## src/rtl/udpc_pkg.sv

```systemverilog
// Shared constants and types for the uplink DSCP priority classifier
package udpc_pkg;

  localparam int NUM_CHANNELS    = 8;
  localparam int MASK_CHANNELS   = 8;
  localparam int CH_IDX_W        = 3;
  localparam int CH_W            = 5;
  localparam int DSCP_W          = 6;
  localparam int LEN_W           = 16;
  localparam int LEN_OUT_W       = 17;
  localparam int IPV4_MIN_LENGTH = 20;
  localparam int IPV6_MIN_LENGTH = 40;
  localparam int QFI_W           = 6;
  localparam int CFG_IDX_W       = 3;
  localparam int CFG_DATA_W      = 48;
  localparam int IN_DATA_W       = 56;
  localparam int OUT_DATA_W      = 40;

  localparam logic [3:0] VERSION_IPV4 = 4'd4;
  localparam logic [3:0] VERSION_IPV6 = 4'd6;

  localparam logic [CFG_IDX_W-1:0] REG_ENABLED        = 3'd0;
  localparam logic [CFG_IDX_W-1:0] REG_MIN_PHASE_LEN  = 3'd1;
  localparam logic [CFG_IDX_W-1:0] REG_HEADER_ENABLE  = 3'd2;
  localparam logic [CFG_IDX_W-1:0] REG_DATA_BEARER    = 3'd3;
  localparam logic [CFG_IDX_W-1:0] REG_QFI_TABLE      = 3'd4;

  typedef struct packed {
    logic                 ch_ok;
    logic [CH_IDX_W-1:0]  idx;
    logic                 dscp_valid;
    logic [DSCP_W-1:0]    dscp_value;
    logic                 long_enough;
    logic                 header_added;
    logic [7:0]           header_byte;
    logic                 headroom_error;
    logic [LEN_OUT_W-1:0] length_out;
  } parse_t;

endpackage

```

## src/rtl/udpc_parse.sv

```systemverilog
// Header parse: DSCP extraction, phase length check and uplink header build
module udpc_parse (
  input  logic [udpc_pkg::CH_W-1:0]   channel,
  input  logic [7:0]                  first_byte,
  input  logic [7:0]                  second_byte,
  input  logic [udpc_pkg::LEN_W-1:0]  packet_length,
  input  logic [udpc_pkg::LEN_W-1:0]  headroom,
  input  logic [udpc_pkg::LEN_W-1:0]  min_phase_length,
  input  logic [7:0]                  header_enable_mask,
  input  logic [7:0]                  data_bearer_mask,
  input  logic [udpc_pkg::CFG_DATA_W-1:0] qfi_table,
  output udpc_pkg::parse_t            res
);

  logic [3:0]                    version;
  logic                          ch_ok;
  logic                          ch_mask_ok;
  logic [udpc_pkg::CH_IDX_W-1:0] idx;
  logic [udpc_pkg::QFI_W-1:0]    qfi;
  logic                          hdr_want;

  assign version    = first_byte[7:4];
  assign idx        = channel[udpc_pkg::CH_IDX_W-1:0];
  assign ch_ok      = {1'b0, channel} < 6'(udpc_pkg::NUM_CHANNELS);
  assign ch_mask_ok = {1'b0, channel} < 6'(udpc_pkg::MASK_CHANNELS);
  assign hdr_want   = ch_ok && ch_mask_ok && header_enable_mask[idx];

  always_comb begin
    qfi = '0;
    for (int i = 0; i < udpc_pkg::MASK_CHANNELS; i++) begin
      if (idx == udpc_pkg::CH_IDX_W'(i)) begin
        qfi = qfi_table[i*udpc_pkg::QFI_W +: udpc_pkg::QFI_W];
      end
    end
  end

  always_comb begin
    res             = '0;
    res.ch_ok       = ch_ok;
    res.idx         = idx;
    res.long_enough = packet_length >= min_phase_length;
    res.length_out  = {1'b0, packet_length};
    if (packet_length >= udpc_pkg::LEN_W'(udpc_pkg::IPV4_MIN_LENGTH)) begin
      if (version == udpc_pkg::VERSION_IPV4) begin
        res.dscp_valid = 1'b1;
        res.dscp_value = second_byte[7:2];
      end else if (version == udpc_pkg::VERSION_IPV6 &&
                   packet_length >= udpc_pkg::LEN_W'(udpc_pkg::IPV6_MIN_LENGTH)) begin
        res.dscp_valid = 1'b1;
        res.dscp_value = {first_byte[3:0], second_byte[7:6]};
      end
    end
    if (hdr_want) begin
      if (headroom > udpc_pkg::LEN_W'(1)) begin
        res.header_added = 1'b1;
        res.header_byte  = {data_bearer_mask[idx], 1'b0, qfi};
        res.length_out   = {1'b0, packet_length} + udpc_pkg::LEN_OUT_W'(1);
      end else begin
        res.headroom_error = 1'b1;
      end
    end
  end

endmodule

```

## src/rtl/udpc_phase_mem.sv

```systemverilog
// Per-channel DSCP phase store with registered read and write forwarding
module udpc_phase_mem (
  input  logic                            clk,
  input  logic                            rst,
  input  logic                            rd_en,
  input  logic [udpc_pkg::CH_IDX_W-1:0]   rd_idx,
  input  logic                            wr_en,
  input  logic [udpc_pkg::CH_IDX_W-1:0]   wr_idx,
  input  logic [udpc_pkg::DSCP_W-1:0]     wr_dscp,
  output logic                            rd_valid,
  output logic [udpc_pkg::DSCP_W-1:0]     rd_dscp
);

  logic [udpc_pkg::DSCP_W-1:0]   mem [udpc_pkg::NUM_CHANNELS];
  logic [udpc_pkg::NUM_CHANNELS-1:0] vld;
  logic [udpc_pkg::DSCP_W-1:0]   rdata;
  logic [udpc_pkg::CH_IDX_W-1:0] idx_q;
  logic                          fwd_hit;
  logic [udpc_pkg::DSCP_W-1:0]   fwd_dscp;

  always_ff @(posedge clk) begin
    if (wr_en) begin
      mem[wr_idx] <= wr_dscp;
    end
    if (rd_en) begin
      rdata <= mem[rd_idx];
    end
  end

  always_ff @(posedge clk) begin
    if (rd_en) begin
      idx_q    <= rd_idx;
      fwd_hit  <= wr_en && (wr_idx == rd_idx);
      fwd_dscp <= wr_dscp;
    end
  end

  always_ff @(posedge clk) begin
    if (rst) begin
      vld <= '0;
    end else if (wr_en) begin
      vld[wr_idx] <= 1'b1;
    end
  end

  assign rd_valid = vld[idx_q];
  assign rd_dscp  = fwd_hit ? fwd_dscp : rdata;

endmodule

```

## src/rtl/uplink_dscp_priority_classifier.sv

```systemverilog
// Top level: stream ports, configuration registers and two-stage pipeline
// Each word passes stage one, where its phase is read, then the output register.
// Throughput: one word per cycle unless the output stalls; the phase memory read of
// one word overlaps the last one's write-back, forwarded when both hit the same channel.
// Reset clears the configuration, pipeline valids and all phase valid bits at once.
// While disabled, input words are accepted and dropped without a result.
module uplink_dscp_priority_classifier (
  input  logic                              clk,
  input  logic                              rst,
  input  logic                              s_axis_tvalid,
  output logic                              s_axis_tready,
  // channel[4:0], first_byte[12:5], second_byte[20:13], packet_length[36:21],
  // headroom[52:37], zero fill[55:53]
  input  logic [udpc_pkg::IN_DATA_W-1:0]    s_axis_tdata,
  output logic                              m_axis_tvalid,
  input  logic                              m_axis_tready,
  // priority_res[0], dscp_valid[1], dscp_value[7:2], header_added[8],
  // header_byte[16:9], headroom_error[17], length_out[34:18], zero fill[39:35]
  output logic [udpc_pkg::OUT_DATA_W-1:0]   m_axis_tdata,
  input  logic                              cfg_valid,
  output logic                              cfg_ready,
  input  logic [udpc_pkg::CFG_IDX_W-1:0]    cfg_index,
  input  logic [udpc_pkg::CFG_DATA_W-1:0]   cfg_data
);

  logic                              enabled;
  logic [udpc_pkg::LEN_W-1:0]        min_phase_length;
  logic [7:0]                        header_enable_mask;
  logic [7:0]                        data_bearer_mask;
  logic [udpc_pkg::CFG_DATA_W-1:0]   qfi_table;

  udpc_pkg::parse_t                  parse_res;
  udpc_pkg::parse_t                  s1;
  logic                              s1_valid;
  logic                              s1_adv;
  logic                              in_acc;
  logic                              phase_we;
  logic                              rd_valid;
  logic [udpc_pkg::DSCP_W-1:0]       rd_dscp;
  logic                              prio;
  logic [udpc_pkg::OUT_DATA_W-1:0]   out_data;
  logic                              out_valid;

  assign cfg_ready = 1'b1;

  always_ff @(posedge clk) begin
    if (rst) begin
      enabled            <= 1'b0;
      min_phase_length   <= '0;
      header_enable_mask <= '0;
      data_bearer_mask   <= '0;
      qfi_table          <= '0;
    end else if (cfg_valid) begin
      case (cfg_index)
        udpc_pkg::REG_ENABLED:       enabled            <= cfg_data[0];
        udpc_pkg::REG_MIN_PHASE_LEN: min_phase_length   <= cfg_data[15:0];
        udpc_pkg::REG_HEADER_ENABLE: header_enable_mask <= cfg_data[7:0];
        udpc_pkg::REG_DATA_BEARER:   data_bearer_mask   <= cfg_data[7:0];
        udpc_pkg::REG_QFI_TABLE:     qfi_table          <= cfg_data;
        default: ;
      endcase
    end
  end

  udpc_parse u_parse (
    .channel            (s_axis_tdata[4:0]),
    .first_byte         (s_axis_tdata[12:5]),
    .second_byte        (s_axis_tdata[20:13]),
    .packet_length      (s_axis_tdata[36:21]),
    .headroom           (s_axis_tdata[52:37]),
    .min_phase_length   (min_phase_length),
    .header_enable_mask (header_enable_mask),
    .data_bearer_mask   (data_bearer_mask),
    .qfi_table          (qfi_table),
    .res                (parse_res)
  );

  assign s1_adv        = s1_valid && (!out_valid || m_axis_tready);
  assign s_axis_tready = !s1_valid || s1_adv;
  assign in_acc        = s_axis_tvalid && s_axis_tready && enabled;

  always_ff @(posedge clk) begin
    if (s_axis_tready) begin
      s1 <= parse_res;
    end
  end

  always_ff @(posedge clk) begin
    if (rst) begin
      s1_valid <= 1'b0;
    end else if (s_axis_tready) begin
      s1_valid <= in_acc;
    end
  end

  assign phase_we = s1_adv && s1.dscp_valid && s1.ch_ok && s1.long_enough;

  udpc_phase_mem u_phase_mem (
    .clk      (clk),
    .rst      (rst),
    .rd_en    (s_axis_tready),
    .rd_idx   (parse_res.idx),
    .wr_en    (phase_we),
    .wr_idx   (s1.idx),
    .wr_dscp  (s1.dscp_value),
    .rd_valid (rd_valid),
    .rd_dscp  (rd_dscp)
  );

  assign prio = s1.dscp_valid && s1.ch_ok &&
                (s1.long_enough || (rd_valid && (rd_dscp == s1.dscp_value)));

  always_ff @(posedge clk) begin
    if (s1_adv) begin
      out_data <= {5'b0, s1.length_out, s1.headroom_error, s1.header_byte,
                   s1.header_added, s1.dscp_value, s1.dscp_valid, prio};
    end
  end

  always_ff @(posedge clk) begin
    if (rst) begin
      out_valid <= 1'b0;
    end else if (s1_adv) begin
      out_valid <= 1'b1;
    end else if (m_axis_tready) begin
      out_valid <= 1'b0;
    end
  end

  assign m_axis_tvalid = out_valid;
  assign m_axis_tdata  = out_data;

endmodule
```

## config.mk

```make
export PLATFORM = sky130hd
export DESIGN_NAME = uplink_dscp_priority_classifier
export DESIGN_NICKNAME = d
export VERILOG_FILES = /design/src/rtl/udpc_pkg.sv /design/src/rtl/udpc_parse.sv /design/src/rtl/udpc_phase_mem.sv /design/src/rtl/uplink_dscp_priority_classifier.sv
export SDC_FILE = /design/constraint.sdc
export NUM_CORES = 1
export LEC_CHECK = 0
export ABC_CLOCK_PERIOD_IN_PS = 2550
export BUFFER_PORTS_ARGS = -buffer_cell sky130_fd_sc_hd__buf_4
export CAP_MARGIN = 25
export CORE_MARGIN = 5
export CORE_UTILIZATION = 57
export CTS_BUF_LIST = sky130_fd_sc_hd__clkbuf_4 sky130_fd_sc_hd__clkbuf_8 sky130_fd_sc_hd__clkbuf_16
export DETAILED_ROUTE_END_ITERATION = 7
export PLACE_DENSITY = 0.8
export SLEW_MARGIN = 30
export SYNTH_ARGS = -nofsm -noshare
export SYNTH_HDL_FRONTEND = slang
export SYNTH_HIERARCHICAL = 1
export SYNTH_SLANG_ARGS = --single-unit
```

## constraint.sdc

```tcl
create_clock -name clk -period 2.55 [get_ports clk]
set_input_delay 0 -clock clk [delete_from_list [all_inputs] [get_ports clk]]
set_output_delay 0 -clock clk [all_outputs]
set_load 0.03 [all_outputs]
```

==> flow_summary_export.csv <==
group,metric,value,unit
critical_path,critPathTopFamily,"buffers and inverters",
power,powerDensity,628,nW/µm²
floorplanning,core_area,16600,µm²
synth,synth_cell_type_count,48,
cells_and_area,layout-drive-gt1-share,22.3,%
clock_network,cts_made_buffers,23,
timing,tightestPinTransition,0.950,ns
floorplanning,initial_utilization,58.2,%
cells_and_area,nFillCells,1006,
power,sw_frac_of_total,21.4,%
cells_and_area,fin_area,12500,µm²
power,comb_power_share,7.5,%
place,place_congestion,0.813,
floorplanning,fp.dieH,140,µm
timing,relSlewSlack,36.7,%
synth,yosysTopAreaCell,"edfxtp_1",
critical_path,crit_required,2.80,ns
timing,period_share,98.1,%
floorplanning,io_pins,155,
floorplanning,die_area,19600,µm²
critical_path,arrival,2.75,ns
clock_network,cts_root_buffer,"clkbuf_16",
grt,globalRouteTotalUtil,22.7,%
power,pwr-share-seq,51.3,%
route,vias_per_cell,5.56,
synth,ys_warn_count,6,
timing,hold_viol,0,
power,switchingPower,0.00167,W
critical_path,critPathSlowestCell,"dlygate4sd3_1",
clock_network,h-tree-depth,1,
timing,finalMaxSlewViolations,0,
critical_path,cp_slowest_stage_delay,0.59,ns
synth,synth_area_leaders,"edfxtp_1 43%, dfxtp_1 19%, nand2_1 6.1%",
route,ant_nets,0,
cells_and_area,nNetsFinal,1142,
grt,antenna_found_initial,0,
cells_and_area,syn2layout_area_growth,29.0,%
power,p_clk_share,41.1,%
route,dr.pass1.iters,6,
synth,yosysMostFrequentCell,"nand2_1",
run,max_cap_violations,0,
critical_path,crit_fanout,26,
place,dp_hpwl,14100,µm
route,via_count,6939,
critical_path,end_kind,"flip-flop",
synth,synth-seq-cells,229,
route,routed_wl,22900,µm
critical_path,crit_type,"in -> reg",
route,routedWlPerCell,18.4,µm
floorplanning,std_cell_rows,47,
run_status,status,"completed",
min_path,min-delay-path-class,"in -> reg",
cells_and_area,stdcell_count,1249,
clock_network,cts_tree,"done",
cells_and_area,multi_input_area,3280,µm²
grt,grt_pass1_vias,6826,
grt,grt_max_degree,92,
timing,rsz0062_at_grt,"no",
synth,synth_edf_count,138,
synth,yosys_most_used_dff,"edfxtp_1",
clock_network,cts.sinks,229,
timing,fin_worst_skew,0.0187,ns
grt,grt_pass1_wl,35800,µm
critical_path,cp_common_cell,"dlygate4sd3_1",
synth,yosys-top-cells-count,"157 x nand2_1, 138 x edfxtp_1, 91 x dfxtp_1, 83 x a21oi_1, 40 x nor2_1",
grt,grt_overflow_total,0,
synth,async_flop_share,0,%
critical_path,cp_num_buf_inv,3,
critical_path,path_cells,"dlygate4sd3_1 > buf_4 > nor2b_1 > a22oi_1 > nand3_2 > nor4_1 > xor2_1 > dlygate4sd3_1",
synth,yosysTopAreaCellShare,42.9,%
floorplanning,die_width,140,µm
cells_and_area,antenna_cells,0,
timing,setup_viol,0,
synth,syn_area,9650,µm²
synth,postSynthCellCount,791,
timing,setup_tns,0,ns
critical_path,cp-start-kind,"input port",
place,io_buffers,142,
route,drt-initial-drc-count,541,
power,finalPower,0.00782,W
synth,yosysSeqAreaShare,61.8,%
cells_and_area,regArea,5970,µm²
timing,fin_crit,2.50,ns
clock_network,clock_latency,0.51,ns
clock_network,clk_pin_slew,0.07,ns
timing,fmax,0.400,GHz
synth,synth_area_per_cell,12.2,µm²
power,p_leak,4.86,nW
place,dpl_cell_area,10800,µm²
clock_network,clk_path_buf_depth,3,
power,vdd_ir_drop_max,0.497,mV
critical_path,worst-r2r-setup-slack,0.11,ns
place,dp_cells,1117,
route,drc,0,
power,p_int,0.00615,W
power groups by stage:
stage / logic [W] / clock network (W) / registers [W]
3_5_place_dp: 0.000465 / 0 / 0.00409
2_1_floorplan: 0.000268 / 0 / 0.00408
4_1_cts: 0.000576 / 0.00327 / 0.00401
6_report: 0.000590 / 0.00322 / 0.00401
3_3_place_gp: 0.000455 / 0 / 0.00409
5_1_grt: 0.000635 / 0.00346 / 0.00402
worst reg2reg max path, cell delays in order, from the launching register on:
cell and delay, ns:
dfxtp_1 0.35, mux2i_1 0.08, a22oi_1 0.33, nand3_2 0.26, nor4_1 0.46, xor2_1 0.10, dlygate4sd3_1 0.59
cell type report:
| class | count | area share [%] |
|---|---|---|
| inverters | 39 | 1.18 |
| multi-input cells | 476 | 26.3 |
| flip-flops and latches | 229 | 47.9 |
| well taps | 220 | 2.21 |
| repair buffers | 243 | 16.5 |
| clock inverters | 10 | 0.502 |
| clock buffers | 32 | 5.42 |
metrics by stage:
step	hold slack (ns)	utilization [%]	setup slack, ns
detailed placement	0.257	65.2	0.688
finish	0.0417	75.1	0.0486
floorplan	0.136	-	0.0518
CTS	0.00802	75.1	0.178
global route	0.0533	75.1	0.00687
global placement	0.249	65.2	0.722
logic make-up (layout without fill, tap and decap cells):
| group | count (synthesis) | count (layout) | synth area share (%) |
|---|---|---|---|
| AND/OR/NAND/NOR | 257 | 257 | 12.2 |
| AO/OA/AOI/OAI | 108 | 108 | 6.21 |
| XOR/XNOR | 24 | 24 | 2.18 |
| multiplexers | 62 | 62 | 10.7 |
| flip-flops | 229 | 229 | 61.8 |
| other | 3 | 7 | 0.117 |
| buffers and inverters | 90 | 324 | 4.43 |
| adder cells (fa/ha/maj) | 18 | 18 | 2.33 |
sequential cells by signal, summed over array words and instances (netlist names), 3 cells and up:
name                  cells
qfi_table                48
s1                       39
u_phase_mem/rdata         6
u_phase_mem/vld           8
u_phase_mem/idx_q         3
min_phase_length         16
u_phase_mem/mem          48
header_enable_mask        8
m_axis_tdata             35
data_bearer_mask          8
u_phase_mem/fwd_dscp      6
worst paths after layout:
kind,start,depth (start not counted),end
worst min-delay path,s_axis_tdata[52],4,s1[17]
worst min register to register,s1[2],0,m_axis_tdata[20]
worst max register to register,header_enable_mask[3],6,s1[15]
worst max-delay path,s_axis_tdata[2],8,s1[15]
per-layer routing:
layer  global-route usage (%)  up-vias  part of all wire (%)
li1                         -     3257                     -
met1                     29.0     3305                    39
met2                     39.5      315                    51
met3                     4.19       62                   7.1
met4                     7.45        0                   3.1
met5                        0        -                     0
layout by cell type (no fill, tap or decap), types with 3 or more instances in the layout:
cell	n
nand2_1	156
buf_4	153
edfxtp_1	138
dfxtp_1	91
dlygate4sd3_1	90
a21oi_1	83
nor2_1	40
inv_1	39
clkbuf_16	23
mux2i_1	20
ha_1	18
mux4_2	16
mux2_2	14
xor2_1	13
mux4_1	12
nand3_1	11
xnor2_1	11
nor4_1	9
nor3_1	8
conb_1	7
a22oi_1	7
a21o_1	6
clkbuf_8	5
nand4b_1	4
nand4bb_1	4
clkbuf_4	4
o21ai_0	4
nand4_1	4
nor2b_1	3
and4bb_1	3
clkinv_2	3
timing repair:
item / CTS / global route
gates resized for setup: 0 / 0
buffers inserted: 0 / 0
hold buffers: 90 / 0
endpoints found under the hold margin: 110 / 0
(Power assumes the default switching activity.)
